--- src/sv/rgbhsv_pkg.sv ---
package rgbhsv_pkg;

  // Default width of one color channel.
  localparam int DEFAULT_CHANNEL_BITS = 8;

  // Width of the hue field, enough for 0 to 359 degrees.
  localparam int HUE_BITS = 9;

  // Sector offsets and the degree scale of one sector.
  localparam int unsigned DEG_60  = 60;
  localparam int unsigned DEG_120 = 120;
  localparam int unsigned DEG_240 = 240;
  localparam int unsigned DEG_360 = 360;

  // Number of quotient bits the divider row produces. It must cover both the
  // saturation quotient (channel width) and the hue quotient (hue width).
  function automatic int quot_bits(input int channel_bits);
    return (channel_bits > HUE_BITS) ? channel_bits : HUE_BITS;
  endfunction

endpackage

--- src/sv/rgbhsv_if.sv ---
interface rgbhsv_pix_if #(
  parameter int CHANNEL_BITS = rgbhsv_pkg::DEFAULT_CHANNEL_BITS
);
  logic                    valid;
  logic                    ready;
  logic [CHANNEL_BITS-1:0] red_in;
  logic [CHANNEL_BITS-1:0] green_in;
  logic [CHANNEL_BITS-1:0] blue_in;

  modport source (output valid, red_in, green_in, blue_in, input ready);
  modport sink   (input valid, red_in, green_in, blue_in, output ready);
endinterface

interface rgbhsv_hsv_if #(
  parameter int CHANNEL_BITS = rgbhsv_pkg::DEFAULT_CHANNEL_BITS
);
  logic                             valid;
  logic                             ready;
  logic [rgbhsv_pkg::HUE_BITS-1:0]  hue_deg;
  logic [CHANNEL_BITS-1:0]          saturation;
  logic [CHANNEL_BITS-1:0]          brightness;

  modport source (output valid, hue_deg, saturation, brightness, input ready);
  modport sink   (input valid, hue_deg, saturation, brightness, output ready);
endinterface

--- src/sv/rgbhsv_prep.sv ---
module rgbhsv_prep #(
  parameter int CHANNEL_BITS = rgbhsv_pkg::DEFAULT_CHANNEL_BITS,
  parameter int NUM_BITS     = CHANNEL_BITS + rgbhsv_pkg::HUE_BITS
) (
  input  logic                    clk,
  input  logic                    rst_n,
  input  logic                    up_valid,
  output logic                    up_ready,
  input  logic [CHANNEL_BITS-1:0] red,
  input  logic [CHANNEL_BITS-1:0] green,
  input  logic [CHANNEL_BITS-1:0] blue,
  output logic                    dn_valid,
  input  logic                    dn_ready,
  output logic [NUM_BITS-1:0]     sat_num,
  output logic [CHANNEL_BITS-1:0] sat_div,
  output logic [NUM_BITS-1:0]     hue_num,
  output logic [CHANNEL_BITS-1:0] hue_div,
  output logic [CHANNEL_BITS-1:0] bright
);

  localparam int CB = CHANNEL_BITS;
  localparam int NW = NUM_BITS;

  logic                    valid_r;
  logic [NW-1:0]           sat_num_r, sat_num_nxt;
  logic [CB-1:0]           sat_div_r, sat_div_nxt;
  logic [NW-1:0]           hue_num_r, hue_num_nxt;
  logic [CB-1:0]           hue_div_r, hue_div_nxt;
  logic [CB-1:0]           bright_r;

  logic [CB-1:0] mx, mn, dl;
  logic [NW-1:0] rx, gx, bx, dx;

  always_comb begin
    mx = red;
    mn = red;
    if (green > mx) mx = green;
    if (blue > mx) mx = blue;
    if (green < mn) mn = green;
    if (blue < mn) mn = blue;
    dl = mx - mn;
    rx = NW'(red);
    gx = NW'(green);
    bx = NW'(blue);
    dx = NW'(dl);

    // Saturation: full scale times delta over max, by shift and subtract.
    if (mx == '0) begin
      sat_num_nxt = '0;
      sat_div_nxt = CB'(1);
    end else begin
      sat_num_nxt = (dx << CB) - dx;
      sat_div_nxt = mx;
    end

    // Hue numerator per sector, always non-negative, divided by delta later.
    if (dl == '0) begin
      hue_num_nxt = '0;
      hue_div_nxt = CB'(1);
    end else begin
      hue_div_nxt = dl;
      if (mx == red) begin
        if (green >= blue) begin
          hue_num_nxt = (gx - bx) * NW'(rgbhsv_pkg::DEG_60);
        end else begin
          hue_num_nxt = dx * NW'(rgbhsv_pkg::DEG_360) - (bx - gx) * NW'(rgbhsv_pkg::DEG_60);
        end
      end else if (mx == green) begin
        hue_num_nxt = dx * NW'(rgbhsv_pkg::DEG_120) + bx * NW'(rgbhsv_pkg::DEG_60)
                      - rx * NW'(rgbhsv_pkg::DEG_60);
      end else begin
        hue_num_nxt = dx * NW'(rgbhsv_pkg::DEG_240) + rx * NW'(rgbhsv_pkg::DEG_60)
                      - gx * NW'(rgbhsv_pkg::DEG_60);
      end
    end
  end

  assign up_ready = !valid_r || dn_ready;

  always_ff @(posedge clk) begin
    if (!rst_n) begin
      valid_r <= 1'b0;
    end else if (up_ready) begin
      valid_r <= up_valid;
    end
  end

  always_ff @(posedge clk) begin
    if (up_ready && up_valid) begin
      sat_num_r <= sat_num_nxt;
      sat_div_r <= sat_div_nxt;
      hue_num_r <= hue_num_nxt;
      hue_div_r <= hue_div_nxt;
      bright_r  <= mx;
    end
  end

  assign dn_valid = valid_r;
  assign sat_num  = sat_num_r;
  assign sat_div  = sat_div_r;
  assign hue_num  = hue_num_r;
  assign hue_div  = hue_div_r;
  assign bright   = bright_r;

endmodule

--- src/sv/rgbhsv_div_cell.sv ---
module rgbhsv_div_cell #(
  parameter int CHANNEL_BITS = rgbhsv_pkg::DEFAULT_CHANNEL_BITS,
  parameter int QUOT_BITS    = rgbhsv_pkg::HUE_BITS,
  parameter int NUM_BITS     = CHANNEL_BITS + QUOT_BITS,
  parameter int BIT_POS      = 0
) (
  input  logic                    clk,
  input  logic                    rst_n,
  input  logic                    up_valid,
  output logic                    up_ready,
  input  logic [NUM_BITS-1:0]     sat_rem_i,
  input  logic [CHANNEL_BITS-1:0] sat_div_i,
  input  logic [QUOT_BITS-1:0]    sat_q_i,
  input  logic [NUM_BITS-1:0]     hue_rem_i,
  input  logic [CHANNEL_BITS-1:0] hue_div_i,
  input  logic [QUOT_BITS-1:0]    hue_q_i,
  input  logic [CHANNEL_BITS-1:0] bright_i,
  output logic                    dn_valid,
  input  logic                    dn_ready,
  output logic [NUM_BITS-1:0]     sat_rem_o,
  output logic [CHANNEL_BITS-1:0] sat_div_o,
  output logic [QUOT_BITS-1:0]    sat_q_o,
  output logic [NUM_BITS-1:0]     hue_rem_o,
  output logic [CHANNEL_BITS-1:0] hue_div_o,
  output logic [QUOT_BITS-1:0]    hue_q_o,
  output logic [CHANNEL_BITS-1:0] bright_o
);

  localparam int CB = CHANNEL_BITS;
  localparam int QB = QUOT_BITS;
  localparam int NW = NUM_BITS;

  logic          valid_r;
  logic [NW-1:0] sat_rem_r, sat_rem_nxt;
  logic [CB-1:0] sat_div_r;
  logic [QB-1:0] sat_q_r, sat_q_nxt;
  logic [NW-1:0] hue_rem_r, hue_rem_nxt;
  logic [CB-1:0] hue_div_r;
  logic [QB-1:0] hue_q_r, hue_q_nxt;
  logic [CB-1:0] bright_r;

  logic [NW-1:0] sat_trial, hue_trial;
  logic          sat_bit, hue_bit;

  // One restoring step for each of the two divisions at this quotient bit.
  always_comb begin
    sat_trial   = NW'(sat_div_i) << BIT_POS;
    hue_trial   = NW'(hue_div_i) << BIT_POS;
    sat_bit     = (sat_rem_i >= sat_trial);
    hue_bit     = (hue_rem_i >= hue_trial);
    sat_rem_nxt = sat_bit ? (sat_rem_i - sat_trial) : sat_rem_i;
    hue_rem_nxt = hue_bit ? (hue_rem_i - hue_trial) : hue_rem_i;
    sat_q_nxt   = {sat_q_i[QB-2:0], sat_bit};
    hue_q_nxt   = {hue_q_i[QB-2:0], hue_bit};
  end

  assign up_ready = !valid_r || dn_ready;

  always_ff @(posedge clk) begin
    if (!rst_n) begin
      valid_r <= 1'b0;
    end else if (up_ready) begin
      valid_r <= up_valid;
    end
  end

  always_ff @(posedge clk) begin
    if (up_ready && up_valid) begin
      sat_rem_r <= sat_rem_nxt;
      sat_div_r <= sat_div_i;
      sat_q_r   <= sat_q_nxt;
      hue_rem_r <= hue_rem_nxt;
      hue_div_r <= hue_div_i;
      hue_q_r   <= hue_q_nxt;
      bright_r  <= bright_i;
    end
  end

  assign dn_valid  = valid_r;
  assign sat_rem_o = sat_rem_r;
  assign sat_div_o = sat_div_r;
  assign sat_q_o   = sat_q_r;
  assign hue_rem_o = hue_rem_r;
  assign hue_div_o = hue_div_r;
  assign hue_q_o   = hue_q_r;
  assign bright_o  = bright_r;

endmodule

--- src/sv/rgb_to_hsv_converter.sv ---
// RGB to HSV pixel converter.
// The in_px channel carries one pixel per transfer: red_in, green_in and
// blue_in, each CHANNEL_BITS wide and unsigned. The out_px channel returns one
// result per pixel, in order: hue_deg (whole degrees, 0 to 359), saturation
// (full scale times delta over max, rounded down) and brightness (the largest
// channel). Both channels use valid/ready; a transfer happens on a rising edge
// with valid and ready high.
// Let Q = max(CHANNEL_BITS, 9). While the receiver keeps out_px.ready high,
// one pixel is accepted every cycle: a front stage finds max, min and
// the hue sector, then a row of Q identical divider cells each settles one
// quotient bit of both divisions and passes the partial result to its neighbor.
// Every stage holds its own valid bit, so bubbles collapse and a new pixel
// enters as long as any stage downstream can move. When the receiver stalls,
// the last cell holds its result and the row fills up behind it; in_px.ready
// falls only once every stage is occupied.
// The synchronous reset clears all valid bits; the datapath holds no state
// between pixels.
module rgb_to_hsv_converter #(
  parameter int CHANNEL_BITS = rgbhsv_pkg::DEFAULT_CHANNEL_BITS
) (
  input logic           clk,
  input logic           rst_n,
  rgbhsv_pix_if.sink    in_px,
  rgbhsv_hsv_if.source  out_px
);

  localparam int CB = CHANNEL_BITS;
  localparam int HB = rgbhsv_pkg::HUE_BITS;
  localparam int QB = rgbhsv_pkg::quot_bits(CHANNEL_BITS);
  localparam int NW = CB + QB;

  // Index 0 is the front stage output, index k+1 the output of cell k.
  logic          stg_valid [0:QB];
  logic          stg_ready [0:QB];
  logic [NW-1:0] sat_rem   [0:QB];
  logic [CB-1:0] sat_div   [0:QB];
  logic [QB-1:0] sat_q     [0:QB];
  logic [NW-1:0] hue_rem   [0:QB];
  logic [CB-1:0] hue_div   [0:QB];
  logic [QB-1:0] hue_q     [0:QB];
  logic [CB-1:0] bright    [0:QB];

  rgbhsv_prep #(
    .CHANNEL_BITS (CB),
    .NUM_BITS     (NW)
  ) u_prep (
    .clk      (clk),
    .rst_n    (rst_n),
    .up_valid (in_px.valid),
    .up_ready (in_px.ready),
    .red      (in_px.red_in),
    .green    (in_px.green_in),
    .blue     (in_px.blue_in),
    .dn_valid (stg_valid[0]),
    .dn_ready (stg_ready[0]),
    .sat_num  (sat_rem[0]),
    .sat_div  (sat_div[0]),
    .hue_num  (hue_rem[0]),
    .hue_div  (hue_div[0]),
    .bright   (bright[0])
  );

  // Quotients start empty and collect one bit per cell, most significant first.
  assign sat_q[0] = '0;
  assign hue_q[0] = '0;

  for (genvar k = 0; k < QB; k++) begin : g_cell
    rgbhsv_div_cell #(
      .CHANNEL_BITS (CB),
      .QUOT_BITS    (QB),
      .NUM_BITS     (NW),
      .BIT_POS      (QB - 1 - k)
    ) u_cell (
      .clk       (clk),
      .rst_n     (rst_n),
      .up_valid  (stg_valid[k]),
      .up_ready  (stg_ready[k]),
      .sat_rem_i (sat_rem[k]),
      .sat_div_i (sat_div[k]),
      .sat_q_i   (sat_q[k]),
      .hue_rem_i (hue_rem[k]),
      .hue_div_i (hue_div[k]),
      .hue_q_i   (hue_q[k]),
      .bright_i  (bright[k]),
      .dn_valid  (stg_valid[k+1]),
      .dn_ready  (stg_ready[k+1]),
      .sat_rem_o (sat_rem[k+1]),
      .sat_div_o (sat_div[k+1]),
      .sat_q_o   (sat_q[k+1]),
      .hue_rem_o (hue_rem[k+1]),
      .hue_div_o (hue_div[k+1]),
      .hue_q_o   (hue_q[k+1]),
      .bright_o  (bright[k+1])
    );
  end

  // The last cell's registers are the output register of the block. The
  // final remainders and divisors are not needed past the last cell.
  assign stg_ready[QB]     = out_px.ready;
  assign out_px.valid      = stg_valid[QB];
  assign out_px.hue_deg    = hue_q[QB][HB-1:0];
  assign out_px.saturation = sat_q[QB][CB-1:0];
  assign out_px.brightness = bright[QB];

  // Every hue leaving the block is a whole degree below a full turn.
  a_hue_range: assert property (@(posedge clk) disable iff (!rst_n)
    out_px.valid |-> (out_px.hue_deg < HB'(rgbhsv_pkg::DEG_360)))
    else $error("hue out of range");

  // A black pixel has neither saturation nor hue.
  a_black: assert property (@(posedge clk) disable iff (!rst_n)
    (out_px.valid && out_px.brightness == '0) |->
      (out_px.saturation == '0 && out_px.hue_deg == '0))
    else $error("black pixel with nonzero saturation or hue");

  // Zero saturation on a lit pixel means a grey pixel, whose hue is zero.
  a_grey: assert property (@(posedge clk) disable iff (!rst_n)
    (out_px.valid && out_px.brightness != '0 && out_px.saturation == '0) |->
      (out_px.hue_deg == '0))
    else $error("grey pixel with nonzero hue");

  // With the receiver ready the whole row moves, so the input must be open.
  a_flow: assert property (@(posedge clk) disable iff (!rst_n)
    out_px.ready |-> in_px.ready)
    else $error("input stalled while output is ready");

endmodule
--- src/flat_wrapper.sv ---
// flat-port wrapper written by rule: the top's interface ports become plain ports
module rgb_to_hsv_converter_flat 
#(
  parameter int CHANNEL_BITS = rgbhsv_pkg::DEFAULT_CHANNEL_BITS
)
  (clk, rst_n, in_px_valid, in_px_red_in, in_px_green_in, in_px_blue_in, in_px_ready, out_px_valid, out_px_hue_deg, out_px_saturation, out_px_brightness, out_px_ready);
  rgbhsv_pix_if #(.CHANNEL_BITS(CHANNEL_BITS)) in_px_i ();
  rgbhsv_hsv_if #(.CHANNEL_BITS(CHANNEL_BITS)) out_px_i ();
  input logic clk;
  input logic rst_n;
  input wire logic [$bits(in_px_i.valid)-1:0] in_px_valid;
  input wire logic [$bits(in_px_i.red_in)-1:0] in_px_red_in;
  input wire logic [$bits(in_px_i.green_in)-1:0] in_px_green_in;
  input wire logic [$bits(in_px_i.blue_in)-1:0] in_px_blue_in;
  output wire logic [$bits(in_px_i.ready)-1:0] in_px_ready;
  output wire logic [$bits(out_px_i.valid)-1:0] out_px_valid;
  output wire logic [$bits(out_px_i.hue_deg)-1:0] out_px_hue_deg;
  output wire logic [$bits(out_px_i.saturation)-1:0] out_px_saturation;
  output wire logic [$bits(out_px_i.brightness)-1:0] out_px_brightness;
  input wire logic [$bits(out_px_i.ready)-1:0] out_px_ready;
  assign in_px_i.valid = in_px_valid;
  assign in_px_i.red_in = in_px_red_in;
  assign in_px_i.green_in = in_px_green_in;
  assign in_px_i.blue_in = in_px_blue_in;
  assign in_px_ready = in_px_i.ready;
  assign out_px_valid = out_px_i.valid;
  assign out_px_hue_deg = out_px_i.hue_deg;
  assign out_px_saturation = out_px_i.saturation;
  assign out_px_brightness = out_px_i.brightness;
  assign out_px_i.ready = out_px_ready;
  rgb_to_hsv_converter #(.CHANNEL_BITS(CHANNEL_BITS)) u_core (.clk(clk), .rst_n(rst_n), .in_px(in_px_i), .out_px(out_px_i));
endmodule
--- config.mk ---
export PLATFORM = sky130hd
export DESIGN_NAME = rgb_to_hsv_converter_flat
export DESIGN_NICKNAME = d
export VERILOG_FILES = /design/src/sv/rgbhsv_pkg.sv /design/src/sv/rgbhsv_if.sv /design/src/sv/rgbhsv_prep.sv /design/src/sv/rgbhsv_div_cell.sv /design/src/sv/rgb_to_hsv_converter.sv /design/src/flat_wrapper.sv
export SDC_FILE = /design/constraint.sdc
export NUM_CORES = 1
export LEC_CHECK = 0
export BUFFER_PORTS_ARGS = -buffer_cell sky130_fd_sc_hd__buf_2
export CORE_ASPECT_RATIO = 0.6
export CORE_MARGIN = 2
export CORE_UTILIZATION = 58
export CTS_CLUSTER_DIAMETER = 150
export DETAILED_ROUTE_END_ITERATION = 8
export GPL_TIMING_DRIVEN = 1
export PLACE_DENSITY = 0.8
export SYNTH_ARGS = -nofsm -noshare
export SYNTH_HDL_FRONTEND = slang
export SYNTH_SLANG_ARGS = --single-unit
--- constraint.sdc ---
create_clock -name clk -period 15.4 [get_ports clk]
set_clock_uncertainty 0.2 [all_clocks]
set_input_delay 0.77 -clock clk [delete_from_list [all_inputs] [get_ports clk]]
set_output_delay 0.77 -clock clk [all_outputs]
set_load 0.03 [all_outputs]
==> results.json <==
{
  "slew-limit-headroom_pct": -1.24,
  "global_route.overflow_total": 0,
  "cp.arrival_ns": 12.20,
  "total_drc_errors_in_the_routed_layout": 0,
  "ios": 55,
  "hold_viol_final": 0,
  "cp_data_required_time_ns": 15.52,
  "crit_path_start_kind": "input port",
  "grt_usage_pct": 25.8,
  "clock-sinks": 604,
  "finalNetCount": 3912,
  "clock.fmax_mhz": 82.8,
  "drt_pass1_iterations": 6,
  "grt_setup_unrepaired": "false",
  "reg2reg_from": "u_core.g_cell[5].u_cell.hue_div_o[1]$_DFFE_PP_",
  "finalWirelength_um": 85900,
  "worst-setup-path-type": "input port to flop",
  "dr.first_iter.drc_count": 2688,
  "total_cts_buffers": 52,
  "combined_area_of_the_multi_input_logic_cells_um2": 18000,
  "final-max-slew-violation-count": 2,
  "antenna_found_initial": 3,
  "synth_area_um2": 37900,
  "worst_setup_path_endpoint": "u_core.u_prep.hue_num[16]$_SDFFCE_PP0P_",
  "detail_route.wl_per_cell_um": 20.0,
  "floorplan.initialDensity_pct": 58.7,
  "clk_path_buf_depth": 3,
  "hpwl_detailed_um": 66100,
  "tritoncts": "built",
  "post-synth-top-area-cell": "sky130_fd_sc_hd__edfxtp_1",
  "result_of_the_run": "finished with violations",
  "cts_hold_buffers": 0,
  "grt_max_degree": 68,
  "ys_types": 96,
  "critical_path.slowest_cell": "sky130_fd_sc_hd__a21oi_1",
  "syn-num-nets": 3839,
  "clock_tree.root_cell": "sky130_fd_sc_hd__clkbuf_16",
  "post_cts.repair.setup_buffers": 0,
  "postSynth.asyncResetShare_pct": 0,
  "synth_largest_type_area_fraction_pct": 47.1,
  "areaGrowthSynthToFinish_pct": 8.08,
  "htree_levels": 2,
  "timing.rr.end": "u_core.g_cell[6].u_cell.hue_rem_o[16]$_DFFE_PP_",
  "clk_transition_reported_paths_ns": 0.07,
  "yosys_register_bits": 604,
  "timing.final.crit_share_pct": 78.4,
  "synthesis.instances": 3340,
  "yosysSeqAreaShare_pct": 47.6,
  "synth_ff_type": "sky130_fd_sc_hd__edfxtp_1",
  "postRouteAntennaNets": 0,
  "holdCritPathClass": "flop to flop",
  "final_layout_size_suffix_gt1_share_pct": 6.17,
  "max_cap_violations": 1,
  "port-buffer-count": 54,
  "die_h_um": 202,
  "r2r_setup_slack_ns": 10.51,
  "nFillCells": 4891,
  "placement_rows": 72,
  "synth_top_cells_by_area": "sky130_fd_sc_hd__edfxtp_1 47%, sky130_fd_sc_hd__ha_1 11%, sky130_fd_sc_hd__fa_1 6.7%",
  "max_stage_delay_ns": 0.55,
  "grt_pass1_wl_um": 136000,
  "globalplace.congestion": 0.981,
  "dieArea_um2": 67500,
  "synth_top_cells_by_count": "594 x sky130_fd_sc_hd__edfxtp_1, 436 x sky130_fd_sc_hd__inv_1, 344 x sky130_fd_sc_hd__ha_1, 254 x sky130_fd_sc_hd__a21oi_1, 227 x sky130_fd_sc_hd__nor2_1",
  "antennaDiodeCount": 0,
  "grt_pass1_vias": 24300,
  "avgViaCountPerCell": 5.80,
  "ff2ff_path_depth": 17,
  "worst_pin_slew_ns": 1.51,
  "core_area_um2": 64500,
  "post_cts_resized": 0,
  "finalCriticalPeriod_ns": 12.08,
  "seqCellArea_um2": 18000,
  "floorplan.die.width_um": 334,
  "ys_warn_count": 0,
  "synth_edf_count": 594,
  "setup-tns-final_ns": 0,
  "failed_checks": "max-capacitance violations, max-slew violations",
  "vias": 25000,
  "final_setup_fails": 0,
  "crit_start": "in_px_red_in[5]",
  "worst-path-max-fanout": 19,
  "synth.avg_cell_area_um2": 11.3,
  "post-synth-top-count-cell": "sky130_fd_sc_hd__edfxtp_1",
  "source_to_sink_clock_delay_at_the_later_pin_of_the_worst_skew_pair_ns": 0.61,
  "setup.worst_path.end_class": "flop"
}
cell families after synthesis:
logic type,Yosys count,share of synthesized area (%)
multiplexers,38,1.03
adder cells (fa/ha/maj),472,18.1
AND/OR/NAND/NOR,741,9.99
buffers and inverters,501,5.14
flip-flops,604,47.6
AO/OA/AOI/OAI,704,11.6
XOR/XNOR,280,6.53
placed cells by master (no fill, tap or decap), drive strengths merged, types with 11 or more instances in the layout:
cell | netlist | routed
a211o | 11 | 11
a211oi | 26 | 26
a21boi | 13 | 13
a21o | 94 | 94
a21oi | 257 | 257
a31oi | 11 | 11
and2 | 21 | 21
buf | 19 | 79
clkbuf | 41 | 59
clkinv | 2 | 21
edfxtp | 594 | 594
fa | 127 | 127
ha | 344 | 344
inv | 439 | 441
mux2i | 30 | 30
nand2 | 140 | 140
nand2b | 67 | 67
nand3 | 31 | 31
nand4 | 32 | 32
nor2 | 229 | 229
nor2b | 57 | 57
nor3 | 56 | 56
nor4 | 32 | 32
o21a | 16 | 16
o21ai | 158 | 158
o21bai | 40 | 40
o31ai | 18 | 18
or3 | 22 | 22
xnor2 | 187 | 187
xor2 | 92 | 92
layout make-up:
| type | count | area share [%] |
|---|---|---|
| clock buffer | 59 | 3.24 |
| clock inverter | 35 | 0.984 |
| tap | 851 | 2.60 |
| multi-input combinational | 2235 | 44.0 |
| timing repair buffer | 79 | 1.12 |
| sequential | 604 | 44.0 |
| inverter | 441 | 4.05 |
state kept, by name (all words and copies together), names as in the netlist, 15 cells and up:
signal and cells:
u_core.g_cell.u_cell.hue_div_o 64, u_core.g_cell.u_cell.bright_o 72, u_core.g_cell.u_cell.sat_q_o 36, u_core.u_prep.sat_num 17, u_core.g_cell.u_cell.hue_rem_o 121, u_core.u_prep.hue_num 15, u_core.g_cell.u_cell.sat_div_o 64, u_core.g_cell.u_cell.hue_q_o 45
u_core.g_cell.u_cell.sat_rem_o 136
metal layers:
metal  global-route usage (%)  wire (um)
met5                        0         13
met4                     3.44        885
met3                     9.82      10400
met2                     33.8      32400
met1                     41.0      42200
metrics by stage:
stage | utilization, % | std cells | setup slack, ns | hold slack [ns] | instance area, um^2
after detailed placement | 60.8 | 4209 | 2.95 | 0.205 | 39200
final | 63.5 | 4304 | 3.32 | 0.206 | 41000
after CTS | 63.5 | 4303 | 3.59 | 0.207 | 40900
after global routing | 63.5 | 4304 | 2.49 | 0.213 | 41000
after floorplan | - | 3340 | 4.82 | 0.200 | 37900
after global placement | 60.8 | 4209 | 3.20 | 0.201 | 39200
worst min-delay path by stage:
stage                                                       start                                             to  slack (ns)  depth (start not counted)
floorplan                       u_core.u_prep.bright[0]$_DFFE_PP_  u_core.g_cell[0].u_cell.bright_o[0]$_DFFE_PP_        0.20                          0
global placement     u_core.g_cell[6].u_cell.hue_q_o[0]$_DFFE_PP_   u_core.g_cell[7].u_cell.hue_q_o[1]$_DFFE_PP_        0.20                          0
detailed placement  u_core.g_cell[0].u_cell.bright_o[5]$_DFFE_PP_  u_core.g_cell[1].u_cell.bright_o[5]$_DFFE_PP_        0.20                          0
CTS                  u_core.g_cell[5].u_cell.sat_q_o[0]$_DFFE_PP_   u_core.g_cell[6].u_cell.sat_q_o[1]$_DFFE_PP_        0.21                          0
global route         u_core.g_cell[5].u_cell.sat_q_o[0]$_DFFE_PP_   u_core.g_cell[6].u_cell.sat_q_o[1]$_DFFE_PP_        0.21                          0
finish               u_core.g_cell[5].u_cell.sat_q_o[0]$_DFFE_PP_   u_core.g_cell[6].u_cell.sat_q_o[1]$_DFFE_PP_        0.21                          0
worst max-delay path, delay by kind of cell:
| kind | cells | cell delay (ns) |
|---|---|---|
| XOR/XNOR | 4 | 1.04 |
| adder cells (fa/ha/maj) | 9 | 3.45 |
| AO/OA/AOI/OAI | 10 | 2.83 |
| AND/OR/NAND/NOR | 15 | 2.65 |
| multiplexers | 1 | 0.46 |
| buffers and inverters | 7 | 0.97 |
Power is left out: the tool's default activity adds up to more than one toggle a clock period on the data nets, which glitch-free logic cannot reach.
